==> config.mk <==
export PLATFORM = sky130hd
export DESIGN_NAME = rle_pixel_run_decoder_flat
export DESIGN_NICKNAME = d
export VERILOG_FILES = /design/src/hw/rtl/rpd_pkg.sv /design/src/hw/rtl/rpd_if.sv /design/src/hw/rtl/rpd_front.sv /design/src/hw/rtl/rpd_queue.sv /design/src/hw/rtl/rpd_back.sv /design/src/hw/rtl/rle_pixel_run_decoder.sv /design/src/flat_wrapper.sv
export SDC_FILE = /design/constraint.sdc
export NUM_CORES = 1
export LEC_CHECK = 0
export ABC_AREA = 1
export BUFFER_PORTS_ARGS = -buffer_cell sky130_fd_sc_hd__buf_4
export CORE_UTILIZATION = 45
export CTS_CLUSTER_SIZE = 40
export DETAILED_ROUTE_END_ITERATION = 8
export PLACE_DENSITY = 0.71
export SLEW_MARGIN = 15
export SYNTH_ARGS = -nofsm -noshare
export SYNTH_HDL_FRONTEND = slang
export SYNTH_SLANG_ARGS = --single-unit
==> constraint.sdc <==
create_clock -name clk_i -period 6.5 [get_ports clk_i]
set_input_delay 0.65 -clock clk_i [delete_from_list [all_inputs] [get_ports clk_i]]
set_output_delay 0.65 -clock clk_i [all_outputs]
set_load 0.03 [all_outputs]
==> src/hw/rtl/rpd_pkg.sv <==
package rpd_pkg;

  localparam int unsigned PixBits   = 21;
  localparam int unsigned RgbBits   = 24;
  localparam int unsigned RunBits   = 8;
  localparam int unsigned QueueDepth = 4;
  localparam int unsigned QueuePtrBits = $clog2(QueueDepth);

  localparam logic [7:0] RepeatFlagMask = 8'h80;
  localparam logic [7:0] CountMask      = 8'h7f;

  // one decoded result as it travels from the front end to the output stage
  typedef struct packed {
    logic [RgbBits-1:0] rgb;
    logic [PixBits-1:0] start;
    logic [RunBits-1:0] run;
    logic               done;
  } result_t;

endpackage

==> src/hw/rtl/rpd_if.sv <==
interface rpd_in_if;
  logic       valid;
  logic       ready;
  logic [7:0] data_byte;
  logic       first_of_image;

  modport source (output valid, output data_byte, output first_of_image, input ready);
  modport sink   (input valid, input data_byte, input first_of_image, output ready);
endinterface

interface rpd_cfg_if;
  logic        valid;
  logic        ready;
  logic [20:0] image_pixels;

  modport source (output valid, output image_pixels, input ready);
  modport sink   (input valid, input image_pixels, output ready);
endinterface

interface rpd_out_if #(
  parameter int unsigned INDEX_BITS = 20
);
  logic                  valid;
  logic                  ready;
  logic [23:0]           pixel_rgb;
  logic [INDEX_BITS-1:0] start_index;
  logic [7:0]            run_length;
  logic                  image_done;

  modport source (output valid, output pixel_rgb, output start_index, output run_length,
                  output image_done, input ready);
  modport sink   (input valid, input pixel_rgb, input start_index, input run_length,
                  input image_done, output ready);
endinterface

==> src/hw/rtl/rpd_front.sv <==
module rpd_front (
  input  logic             clk_i,
  input  logic             rst_ni,
  rpd_in_if.sink           in_i,
  rpd_cfg_if.sink          cfg_i,
  input  logic             q_full_i,
  output logic             push_o,
  output rpd_pkg::result_t push_data_o
);
  import rpd_pkg::*;

  typedef enum logic [1:0] {
    PH_HEADER,
    PH_BYTE1,
    PH_BYTE2,
    PH_BYTE3
  } phase_e;

  phase_e               phase_q, phase_d;
  logic                 rep_q, rep_d;
  logic [RunBits-1:0]   left_q, left_d;
  logic [15:0]          acc_q, acc_d;
  logic [PixBits-1:0]   ctr_q, ctr_d;
  logic                 fin_q, fin_d;
  logic [PixBits-1:0]   img_q;

  logic                 accept;
  phase_e               phase_eff;
  logic [PixBits-1:0]   ctr_eff;
  logic                 fin_eff;
  logic [PixBits-1:0]   avail;
  logic [RunBits-1:0]   count;
  logic [RunBits-1:0]   run;
  logic [PixBits-1:0]   ctr_next;

  assign in_i.ready  = !q_full_i;
  assign cfg_i.ready = 1'b1;
  assign accept      = in_i.valid && in_i.ready;

  // a restart byte wipes progress and is taken as a header
  assign phase_eff = in_i.first_of_image ? PH_HEADER : phase_q;
  assign ctr_eff   = in_i.first_of_image ? '0 : ctr_q;
  assign fin_eff   = in_i.first_of_image ? 1'b0 : fin_q;

  assign avail    = img_q - ctr_eff;
  assign run      = rep_q ? left_q : RunBits'(1);
  assign ctr_next = ctr_eff + PixBits'(run);

  always_comb begin
    count = RunBits'(in_i.data_byte & CountMask) + RunBits'(1);
    if (PixBits'(count) > avail) begin
      count = avail[RunBits-1:0];
    end
  end

  always_comb begin
    phase_d     = phase_eff;
    rep_d       = rep_q;
    left_d      = left_q;
    acc_d       = acc_q;
    ctr_d       = ctr_eff;
    fin_d       = fin_eff;
    push_o      = 1'b0;
    push_data_o = '{rgb: {acc_q, in_i.data_byte}, start: ctr_eff, run: run,
                    done: (ctr_next >= img_q)};
    if (!fin_eff) begin
      case (phase_eff)
        PH_HEADER: begin
          if (img_q <= ctr_eff) begin
            fin_d = 1'b1;
          end else begin
            rep_d   = |(in_i.data_byte & RepeatFlagMask);
            left_d  = count;
            phase_d = PH_BYTE1;
          end
        end
        PH_BYTE1: begin
          acc_d   = {8'h00, in_i.data_byte};
          phase_d = PH_BYTE2;
        end
        PH_BYTE2: begin
          acc_d   = {acc_q[7:0], in_i.data_byte};
          phase_d = PH_BYTE3;
        end
        PH_BYTE3: begin
          left_d  = rep_q ? '0 : left_q - RunBits'(1);
          ctr_d   = ctr_next;
          phase_d = (left_d == '0) ? PH_HEADER : PH_BYTE1;
          fin_d   = (ctr_next >= img_q);
          push_o  = accept;
        end
        default: phase_d = PH_HEADER;
      endcase
    end
  end

  always_ff @(posedge clk_i or negedge rst_ni) begin
    if (!rst_ni) begin
      phase_q <= PH_HEADER;
      rep_q   <= 1'b0;
      left_q  <= '0;
      acc_q   <= '0;
      ctr_q   <= '0;
      fin_q   <= 1'b0;
      img_q   <= PixBits'(1);
    end else begin
      if (accept) begin
        phase_q <= phase_d;
        rep_q   <= rep_d;
        left_q  <= left_d;
        acc_q   <= acc_d;
        ctr_q   <= ctr_d;
        fin_q   <= fin_d;
      end
      if (cfg_i.valid) begin
        img_q <= cfg_i.image_pixels;
      end
    end
  end

  // a completed pixel always returns to a byte phase of the next pixel or a header
  a_push_phase: assert property (@(posedge clk_i) disable iff (!rst_ni)
    push_o |=> (phase_q == PH_HEADER || phase_q == PH_BYTE1))
    else $error("bad phase after pixel");

  a_push_done_fin: assert property (@(posedge clk_i) disable iff (!rst_ni)
    (push_o && push_data_o.done) |=> fin_q)
    else $error("image_done without finish");

  a_fin_no_push: assert property (@(posedge clk_i) disable iff (!rst_ni)
    (fin_q && !in_i.first_of_image) |-> !push_o)
    else $error("result after finish");

endmodule

==> src/hw/rtl/rpd_queue.sv <==
module rpd_queue (
  input  logic             clk_i,
  input  logic             rst_ni,
  input  logic             push_i,
  input  rpd_pkg::result_t push_data_i,
  output logic             full_o,
  input  logic             pop_i,
  output logic             empty_o,
  output rpd_pkg::result_t pop_data_o
);
  import rpd_pkg::*;

  result_t                mem_q [QueueDepth];
  logic [QueuePtrBits-1:0] wptr_q, rptr_q;
  logic [QueuePtrBits:0]   cnt_q;

  assign full_o     = (cnt_q == (QueuePtrBits+1)'(QueueDepth));
  assign empty_o    = (cnt_q == '0);
  assign pop_data_o = mem_q[rptr_q];

  always_ff @(posedge clk_i) begin
    if (push_i) begin
      mem_q[wptr_q] <= push_data_i;
    end
  end

  always_ff @(posedge clk_i or negedge rst_ni) begin
    if (!rst_ni) begin
      wptr_q <= '0;
      rptr_q <= '0;
      cnt_q  <= '0;
    end else begin
      if (push_i) begin
        wptr_q <= wptr_q + QueuePtrBits'(1);
      end
      if (pop_i) begin
        rptr_q <= rptr_q + QueuePtrBits'(1);
      end
      case ({push_i, pop_i})
        2'b10:   cnt_q <= cnt_q + (QueuePtrBits+1)'(1);
        2'b01:   cnt_q <= cnt_q - (QueuePtrBits+1)'(1);
        default: cnt_q <= cnt_q;
      endcase
    end
  end

  a_no_overflow: assert property (@(posedge clk_i) disable iff (!rst_ni)
    !(push_i && full_o))
    else $error("push into full queue");

  a_no_underflow: assert property (@(posedge clk_i) disable iff (!rst_ni)
    !(pop_i && empty_o))
    else $error("pop from empty queue");

  a_ptr_gap: assert property (@(posedge clk_i) disable iff (!rst_ni)
    (wptr_q - rptr_q) == cnt_q[QueuePtrBits-1:0])
    else $error("pointers disagree with fill count");

endmodule

==> src/hw/rtl/rpd_back.sv <==
module rpd_back #(
  parameter int unsigned INDEX_BITS = 20
) (
  input  logic             clk_i,
  input  logic             rst_ni,
  input  logic             empty_i,
  input  rpd_pkg::result_t pop_data_i,
  output logic             pop_o,
  rpd_out_if.source        out_o
);
  import rpd_pkg::*;

  logic                  valid_q;
  logic [RgbBits-1:0]    rgb_q;
  logic [INDEX_BITS-1:0] start_q;
  logic [RunBits-1:0]    run_q;
  logic                  done_q;

  // refill the output register whenever it is empty or being taken
  assign pop_o = !empty_i && (!valid_q || out_o.ready);

  assign out_o.valid       = valid_q;
  assign out_o.pixel_rgb   = rgb_q;
  assign out_o.start_index = start_q;
  assign out_o.run_length  = run_q;
  assign out_o.image_done  = done_q;

  always_ff @(posedge clk_i or negedge rst_ni) begin
    if (!rst_ni) begin
      valid_q <= 1'b0;
    end else if (pop_o) begin
      valid_q <= 1'b1;
    end else if (out_o.ready) begin
      valid_q <= 1'b0;
    end
  end

  always_ff @(posedge clk_i) begin
    if (pop_o) begin
      rgb_q   <= pop_data_i.rgb;
      start_q <= INDEX_BITS'(pop_data_i.start);
      run_q   <= pop_data_i.run;
      done_q  <= pop_data_i.done;
    end
  end

endmodule

==> src/hw/rtl/rle_pixel_run_decoder.sv <==
// Run-length pixel decoder for 24-bit packet streams: one compressed byte is taken per clock
// on in_i while in_i.ready is high, and a repeat run or raw pixel leaves on out_o as one
// item once its third pixel byte is in, via the result queue and output register. in_i.ready
// falls only when the four-item result queue is full, i.e. when out_o has been stalled;
// otherwise the block sustains one byte per cycle. The user writes image_pixels over cfg_i
// between images (unenforced); a first_of_image byte restarts decoding at pixel zero.
module rle_pixel_run_decoder #(
  parameter int unsigned INDEX_BITS = 20
) (
  input  logic      clk_i,
  input  logic      rst_ni,
  rpd_in_if.sink    in_i,
  rpd_cfg_if.sink   cfg_i,
  rpd_out_if.source out_o
);
  import rpd_pkg::*;

  logic    push, q_full, pop, q_empty;
  result_t push_data, pop_data;

  rpd_front u_front (
    .clk_i       (clk_i),
    .rst_ni      (rst_ni),
    .in_i        (in_i),
    .cfg_i       (cfg_i),
    .q_full_i    (q_full),
    .push_o      (push),
    .push_data_o (push_data)
  );

  rpd_queue u_queue (
    .clk_i       (clk_i),
    .rst_ni      (rst_ni),
    .push_i      (push),
    .push_data_i (push_data),
    .full_o      (q_full),
    .pop_i       (pop),
    .empty_o     (q_empty),
    .pop_data_o  (pop_data)
  );

  rpd_back #(
    .INDEX_BITS (INDEX_BITS)
  ) u_back (
    .clk_i      (clk_i),
    .rst_ni     (rst_ni),
    .empty_i    (q_empty),
    .pop_data_i (pop_data),
    .pop_o      (pop),
    .out_o      (out_o)
  );

endmodule
==> src/flat_wrapper.sv <==
// flat-port wrapper written by rule: the top's interface ports become plain ports
module rle_pixel_run_decoder_flat import rpd_pkg::*;
#(
  parameter int unsigned INDEX_BITS = 20
)
  (clk_i, rst_ni, in_i_valid, in_i_data_byte, in_i_first_of_image, in_i_ready, cfg_i_valid, cfg_i_image_pixels, cfg_i_ready, out_o_valid, out_o_pixel_rgb, out_o_start_index, out_o_run_length, out_o_image_done, out_o_ready);
  rpd_in_if in_i_i ();
  rpd_cfg_if cfg_i_i ();
  rpd_out_if #(.INDEX_BITS(INDEX_BITS)) out_o_i ();
  input  logic clk_i;
  input  logic rst_ni;
  input wire logic [$bits(in_i_i.valid)-1:0] in_i_valid;
  input wire logic [$bits(in_i_i.data_byte)-1:0] in_i_data_byte;
  input wire logic [$bits(in_i_i.first_of_image)-1:0] in_i_first_of_image;
  output wire logic [$bits(in_i_i.ready)-1:0] in_i_ready;
  input wire logic [$bits(cfg_i_i.valid)-1:0] cfg_i_valid;
  input wire logic [$bits(cfg_i_i.image_pixels)-1:0] cfg_i_image_pixels;
  output wire logic [$bits(cfg_i_i.ready)-1:0] cfg_i_ready;
  output wire logic [$bits(out_o_i.valid)-1:0] out_o_valid;
  output wire logic [$bits(out_o_i.pixel_rgb)-1:0] out_o_pixel_rgb;
  output wire logic [$bits(out_o_i.start_index)-1:0] out_o_start_index;
  output wire logic [$bits(out_o_i.run_length)-1:0] out_o_run_length;
  output wire logic [$bits(out_o_i.image_done)-1:0] out_o_image_done;
  input wire logic [$bits(out_o_i.ready)-1:0] out_o_ready;
  assign in_i_i.valid = in_i_valid;
  assign in_i_i.data_byte = in_i_data_byte;
  assign in_i_i.first_of_image = in_i_first_of_image;
  assign in_i_ready = in_i_i.ready;
  assign cfg_i_i.valid = cfg_i_valid;
  assign cfg_i_i.image_pixels = cfg_i_image_pixels;
  assign cfg_i_ready = cfg_i_i.ready;
  assign out_o_valid = out_o_i.valid;
  assign out_o_pixel_rgb = out_o_i.pixel_rgb;
  assign out_o_start_index = out_o_i.start_index;
  assign out_o_run_length = out_o_i.run_length;
  assign out_o_image_done = out_o_i.image_done;
  assign out_o_i.ready = out_o_ready;
  rle_pixel_run_decoder #(.INDEX_BITS(INDEX_BITS)) u_core (.clk_i(clk_i), .rst_ni(rst_ni), .in_i(in_i_i), .cfg_i(cfg_i_i), .out_o(out_o_i));
endmodule
# After elaboration in Yosys (flattened, before gate mapping)
# Memories as Yosys holds them, arrays and structs flattened. A register that Yosys moved wholly into a read port is not among the register bits.
# Index checks and enable logic that the tools add are counted.
[op_classes] addsub=8 mul=0 div=0 order_cmp=3 eq_ne=7 shift=0 n_mux=25 bitwise_logic=2 n_reduce_logical=16
[ops] operator="21-bit 2-to-1 mux" count=3
[ops] operator="8-bit 2-to-1 mux" count=4
[ops] operator="16-bit one-hot mux with 2 select lines" count=1
[ops] operator="21-bit by 8-bit adder with 21-bit output" count=1
[ops] operator="21-bit greater-or-equal comparator" count=1
[ops] operator="8-bit by 21-bit > comparator with 1-bit output" count=1
[ops] operator="21-bit less-or-equal comparator" count=1
[ops] operator="21-bit subtractor" count=1
[ops] operator="8-bit one-hot mux with 2 select lines" count=1
[ops] operator="1-bit 2-to-1 mux" count=10
[ops] operator="7-bit by 1-bit adder with 8-bit output, second input constant" count=1
[ops] operator="8-bit logical NOT" count=1
[ops] operator="2-bit one-hot mux with 4 select lines" count=1
[ops] operator="4-bit AND reduction" count=2
[ops] operator="2-bit nonzero test" count=4
[ops] operator="8-bit by 1-bit subtractor with 8-bit output, second input constant" count=1
[ops] operator="2-bit equality test, second input constant" count=3
[ops] operator="2-bit 2-to-1 mux" count=3
[ops] operator="3-bit one-hot mux with 2 select lines" count=1
[ops] operator="2-bit by 1-bit adder with 2-bit output, second input constant" count=2
[ops] operator="2-bit by 1-bit equality test with 1-bit output, second input constant" count=2
[ops] operator="3-bit by 1-bit adder with 3-bit output, second input constant" count=1
[ops] operator="3-bit equality test, second input constant" count=1
[ops] operator="1-bit logical NOT" count=3
[ops] operator="9 further kinds" count=11
[totals] regBits=78 latch_bits=0 ram_bits=216 rom_bits=0 in_bits=35 wordCells=73 mem_count=1
[mem_list] memory="u_core.u_queue.mem_q" depth=4 word_bits=54 rd=1 rd_clocked_by_memory_dff=1 wr=1 line="rpd_queue.sv:13" text="result_t mem_q [QueueDepth];"

# Depth between registers and ports, before layout
[depth] word_depth=7 ltp_mapped=28 depth_no_buf=27

# Hierarchy
# From an unflattened synthesis, not the netlist that was laid out.
[hier_totals] hier_cells=1741 hier_area_um2=17503.0
[modules_own_cells] mod="rpd_queue" instances=1 cells_per_inst=678 area_each_um2=9292.7 seq_area_each_um2=6661.4
[modules_own_cells] mod="rpd_front" instances=1 cells_per_inst=1005 area_each_um2=6573.8 seq_area_each_um2=1752.9
[modules_own_cells] mod="rpd_back" instances=1 cells_per_inst=58 area_each_um2=1636.6 seq_area_each_um2=1616.6

# Worst setup path before layout
# Ideal clock, no wire load.
[synth_timing] kind="input to register" startpoint="in out_o_ready" endpoint="reg u_core.u_queue.cnt_q[2]" setup_time_ns=0.131 arrival_time_ns=4.844 slack_ns=1.525 path_stages=8 path_buffers=0 path_cell_list="nor2_1 -> a31oi_1 -> ha_1 -> inv_1 -> fa_1 -> a21oi_1 -> o21ai_0 -> xor2_1"
[synth_via] elab_chain_len=4 elab_cells_between_ends=6
[synth_lines] element="from (decl)" line="flat_wrapper.sv:24" text="input wire logic [$bits(out_o_i.ready)-1:0] out_o_ready;"
[synth_lines] element="1-bit logical OR *" line="rpd_back.sv:20" text="assign pop_o = !empty_i && (!valid_q || out_o.ready);"
[synth_lines] element="1-bit logical AND *" line="rpd_back.sv:20"
[synth_lines] element="via u_core.pop" line="rle_pixel_run_decoder.sv:18" text="logic push, q_full, pop, q_empty;"
[synth_lines] element="2-bit by 1-bit equality test with 1-bit output / 2-bit equality test (equally long branches)" line="rpd_queue.sv:39" text="case ({push_i, pop_i})"
[synth_lines] element="3-bit one-hot mux with 2 select lines / 2-bit nonzero test (equally long branches)"
[synth_lines] element="to (signal assigned)" line="rpd_queue.sv:40" text="2'b10: cnt_q <= cnt_q + (QueuePtrBits+1)'(1);"
[synth_lines] element="to (signal assigned)" line="rpd_queue.sv:41" text="2'b01: cnt_q <= cnt_q - (QueuePtrBits+1)'(1);"
[synth_lines] element="to (signal assigned)" line="rpd_queue.sv:42" text="default: cnt_q <= cnt_q;"
[synth_lines] element="to (decl)" line="rpd_queue.sv:15" text="logic [QueuePtrBits:0] cnt_q;"
# Mark *: on every way through the listed nets, which the timed path passes. The rest lies on a longest branch.
# A chain may end at the register's enable or synchronous reset.

==> impl_metrics.py <==
metrics = {
    "floorplan": {
        "die-area_um2": 37640,
        "die_h_um": 194.0,
        "num_io_pins": 91,
        "die_w_um": 194.0,
        "start_util_pct": 46.19,
        "row_count": 69,
        "coreArea_um2": 35910,
    },
    "yosys": {
        "synth_nets": 1737,
        "yosysMostFrequentCell": "edfxtp_1",
        "yosysTopAreaCell": "edfxtp_1",
        "synthCells": 1630,
        "ys_async_sr_fraction_pct": 22.74,
        "synth.avg_cell_area_um2": 10.18,
        "synth_top_area_share_pct": 47.97,
        "synth_edf_count": 265,
        "ys_top_cells_by_count": "edfxtp_1 (265), nand2_1 (262), o21ai_0 (195)",
        "syn_area_um2": 16590,
        "synthFlopType": "edfxtp_1",
        "ys_seq_area_share_pct": 59.74,
        "ys_ff_latch": 343,
        "synth_cell_type_count": 51,
        "ys.warnings.count": 0,
        "synthTopCellsByArea": "edfxtp_1 (48%), dfrtp_1 (12%), nand2_1 (5.9%)",
    },
    "placement": {
        "place_congestion": 0.9103,
        "hpwl_um": 26480,
        "place_inst": 2137,
        "io_buffers": 89,
    },
    "sta": {
        "period_share_pct": 63.71,
        "drv_slew": 0,
        "skew_ns": 0.01409,
        "rsz0062_at_grt": "false",
        "hold_slack_ns": 0.02993,
        "final.setup.tns_ns": 0,
        "hold_viol_final": 0,
        "setup_viol": 0,
        "period_minus_slack_ns": 4.141,
        "relSlewSlack_pct": 29.15,
        "worst_slew_pin_slew_ns": 1.060,
        "fmax_mhz": 241.5,
    },
    "cts": {
        "clk_root_buffer_cell": "clkbuf_16",
        "cts_tree": "built",
        "post_cts_resized": 0,
        "cts.sinks": 343,
        "clk_path_buf_depth": 3,
        "cts_setup_buffers": 0,
        "htree_levels": 2,
        "ctsHoldBuffers": 0,
        "numCtsBuffers": 36,
        "clock_latency_ns": 0.53,
        "clk_pin_slew_ns": 0.06,
    },
    "route": {
        "top_layer": "met4",
        "wl_per_cell_um": 17.61,
        "met3_length_um": 2267,
        "drt_iter0_drc": 1066,
        "met2_length_um": 18120,
        "via_per_inst": 5.353,
        "drt-met1-wl_um": 17150,
        "dr.pass1.iters": 7,
        "wl_um": 38750,
        "via_count": 11780,
        "drc": 0,
        "postRouteAntennaNets": 0,
    },
    "worst_setup_path": {
        "required_ns": 6.91,
        "critical_path_class": "flip-flop to flip-flop",
        "path_max_fanout": 13,
        "end_kind": "flip-flop",
        "reg2reg_from": "u_core.u_front.rep_q$_DFFE_PN0P_",
        "ff2ff_setup_slack_ns": 2.36,
        "rr_worst_depth": 19,
        "arrival_ns": 4.55,
        "r2r_end": "u_core.u_front.fin_q$_DFFE_PN0P_",
        "start_kind": "flip-flop",
    },
    "cells_and_area": {
        "area_growth_syn_to_layout_pct": 13.75,
        "finalNonFillerCells": 2201,
        "drive_gt1_share_pct": 13.68,
        "final_util_pct": 52.54,
        "diodes": 0,
        "nNetsFinal": 1821,
    },
    "global_route": {
        "first_global_vias": 11360,
        "grt_pass1_wl_um": 61020,
        "grt.total_usage_pct": 20.63,
        "gr-total-overflow": 0,
        "grt_max_degree": 93,
        "antenna_found_initial": 0,
    },
    "pwr": {
        "ir_drop_mv": 0.1849,
        "powerDensity_nw_per_um2": 410.0,
        "power_leakage_nw": 7.832,
    },
    "run_status": {
        "status": "finished clean",
    },
    "min_path": {
        "hold_class": "input pin to asynchronous set/reset pin",
    },
    "run": {
        "maxCapViolCount": 0,
    },
}
## cell families after synthesis
logic type / count (synthesis) / synth area share, %
and+or+nand+nor: 596 / 16.28
DFF: 343 / 59.74
adders and majority gates: 72 / 5.566
buffers and inverters: 254 / 5.943
other: 1 / 0.02260
AOI/OAI and AO/OA: 333 / 10.81
xor gates and xnor gates: 31 / 1.637
## worst max path at each step
stage | from | to | slack, ns | cells after the start
floorplan | out_o_ready | u_core.u_queue.cnt_q[2]$_DFFE_PN0P_ | 1.53 | 8
global placement | in_i_first_of_image | u_core.u_front.fin_q$_DFFE_PN0P_ | 2.10 | 23
detailed placement | in_i_first_of_image | u_core.u_front.fin_q$_DFFE_PN0P_ | 1.99 | 23
CTS | u_core.u_front.rep_q$_DFFE_PN0P_ | u_core.u_front.fin_q$_DFFE_PN0P_ | 2.40 | 19
global route | u_core.u_front.ctr_q[2]$_DFFE_PN0P_ | u_core.u_front.fin_q$_DFFE_PN0P_ | 2.03 | 22
finish | u_core.u_front.rep_q$_DFFE_PN0P_ | u_core.u_front.fin_q$_DFFE_PN0P_ | 2.36 | 19
## per-stage QoR
stage | power, mW | setup WS, ns | area [um2]
6_report | 7.737 | 2.359 | 18870
5_1_grt | 8.166 | 2.029 | 18870
4_1_cts | 7.780 | 2.402 | 18870
3_5_place_dp | 5.812 | 1.994 | 17740
3_3_place_gp | 5.740 | 2.096 | 17740
2_1_floorplan | 4.929 | 1.525 | 16590
## report_power, final
group          switching, mW  leakage, nW  internal [mW]
logic                   1.87         3.82          0.840
registers              0.201         3.47           2.86
clock network          0.832        0.549           1.14
total                   2.91         7.83           4.83
## placed cells by master, fill, tap and decap left out, types with 4 or more instances in the layout
master | Yosys | routed
o22ai_1 | 55 | 55
a22oi_1 | 5 | 5
inv_2 | 14 | 16
o21ai_1 | 5 | 5
nor2_1 | 185 | 181
clkinv_1 | 0 | 4
nand3_1 | 49 | 49
clkbuf_1 | 47 | 10
nand4_1 | 20 | 20
edfxtp_1 | 265 | 265
ha_1 | 69 | 69
inv_1 | 184 | 182
nand2_1 | 262 | 262
o21ai_0 | 195 | 195
a21oi_1 | 57 | 57
xor2_1 | 28 | 28
clkinv_2 | 0 | 4
nor3_1 | 12 | 12
dfrtp_1 | 77 | 75
nor2_2 | 11 | 11
nand2_2 | 21 | 21
clkbuf_16 | 0 | 36
nor2_4 | 8 | 12
nand3_2 | 7 | 7
buf_4 | 1 | 101
## per-layer routing
| layer | global-route usage [%] | up-vias |
|---|---|---|
| met4 | 7.848 | 0 |
| li1 | - | 5732 |
| met1 | 28.09 | 5614 |
| met2 | 33.32 | 353 |
| met5 | 0 | - |
| met3 | 3.235 | 83 |
## worst max-delay path, stage by stage (launching register included)
cell	delay, ns
dfrtp_1	0.57
nand2_1	0.28
ha_1	0.30
fa_1	0.41
nand3_1	0.09
nand3_1	0.16
nand4_1	0.16
nand2_1	0.16
nand2_1	0.12
xor2_1	0.15
inv_1	0.08
ha_1	0.31
a21oi_1	0.16
o21ai_0	0.09
a41oi_1	0.18
nand4_1	0.39
nand2_1	0.17
nand3_1	0.08
o211ai_1	0.10
inv_1	0.07
## registers in the layout, indices dropped and copies added (netlist names)
name,flops
u_core.u_back.out_o.image_done,1
u_core.u_front.acc_q,16
u_core.u_queue.cnt_q,3
u_core.u_back.out_o.run_length,8
u_core.u_back.out_o.valid,1
u_core.u_queue.wptr_q,2
u_core.u_back.out_o.pixel_rgb,24
u_core.u_front.fin_q,1
u_core.u_queue.mem_q,212
u_core.u_front.rep_q,1
u_core.u_back.out_o.start_index,20
u_core.u_front.ctr_q,21
u_core.u_queue.rptr_q,2
u_core.u_front.phase_q,2
u_core.u_front.img_q,21
u_core.u_front.left_q,8
## area by class of cell
cell class | count | area [um2]
inverters | 199 | 749.5
clock buffers | 48 | 965.9
repair buffers | 101 | 758.2
clock inverters | 16 | 168.9
flip-flops and latches | 343 | 9913
fillers | 3144 | 17040
well taps | 461 | 576.8
multi-input cells | 1033 | 5738
(Power assumes the default switching activity.)
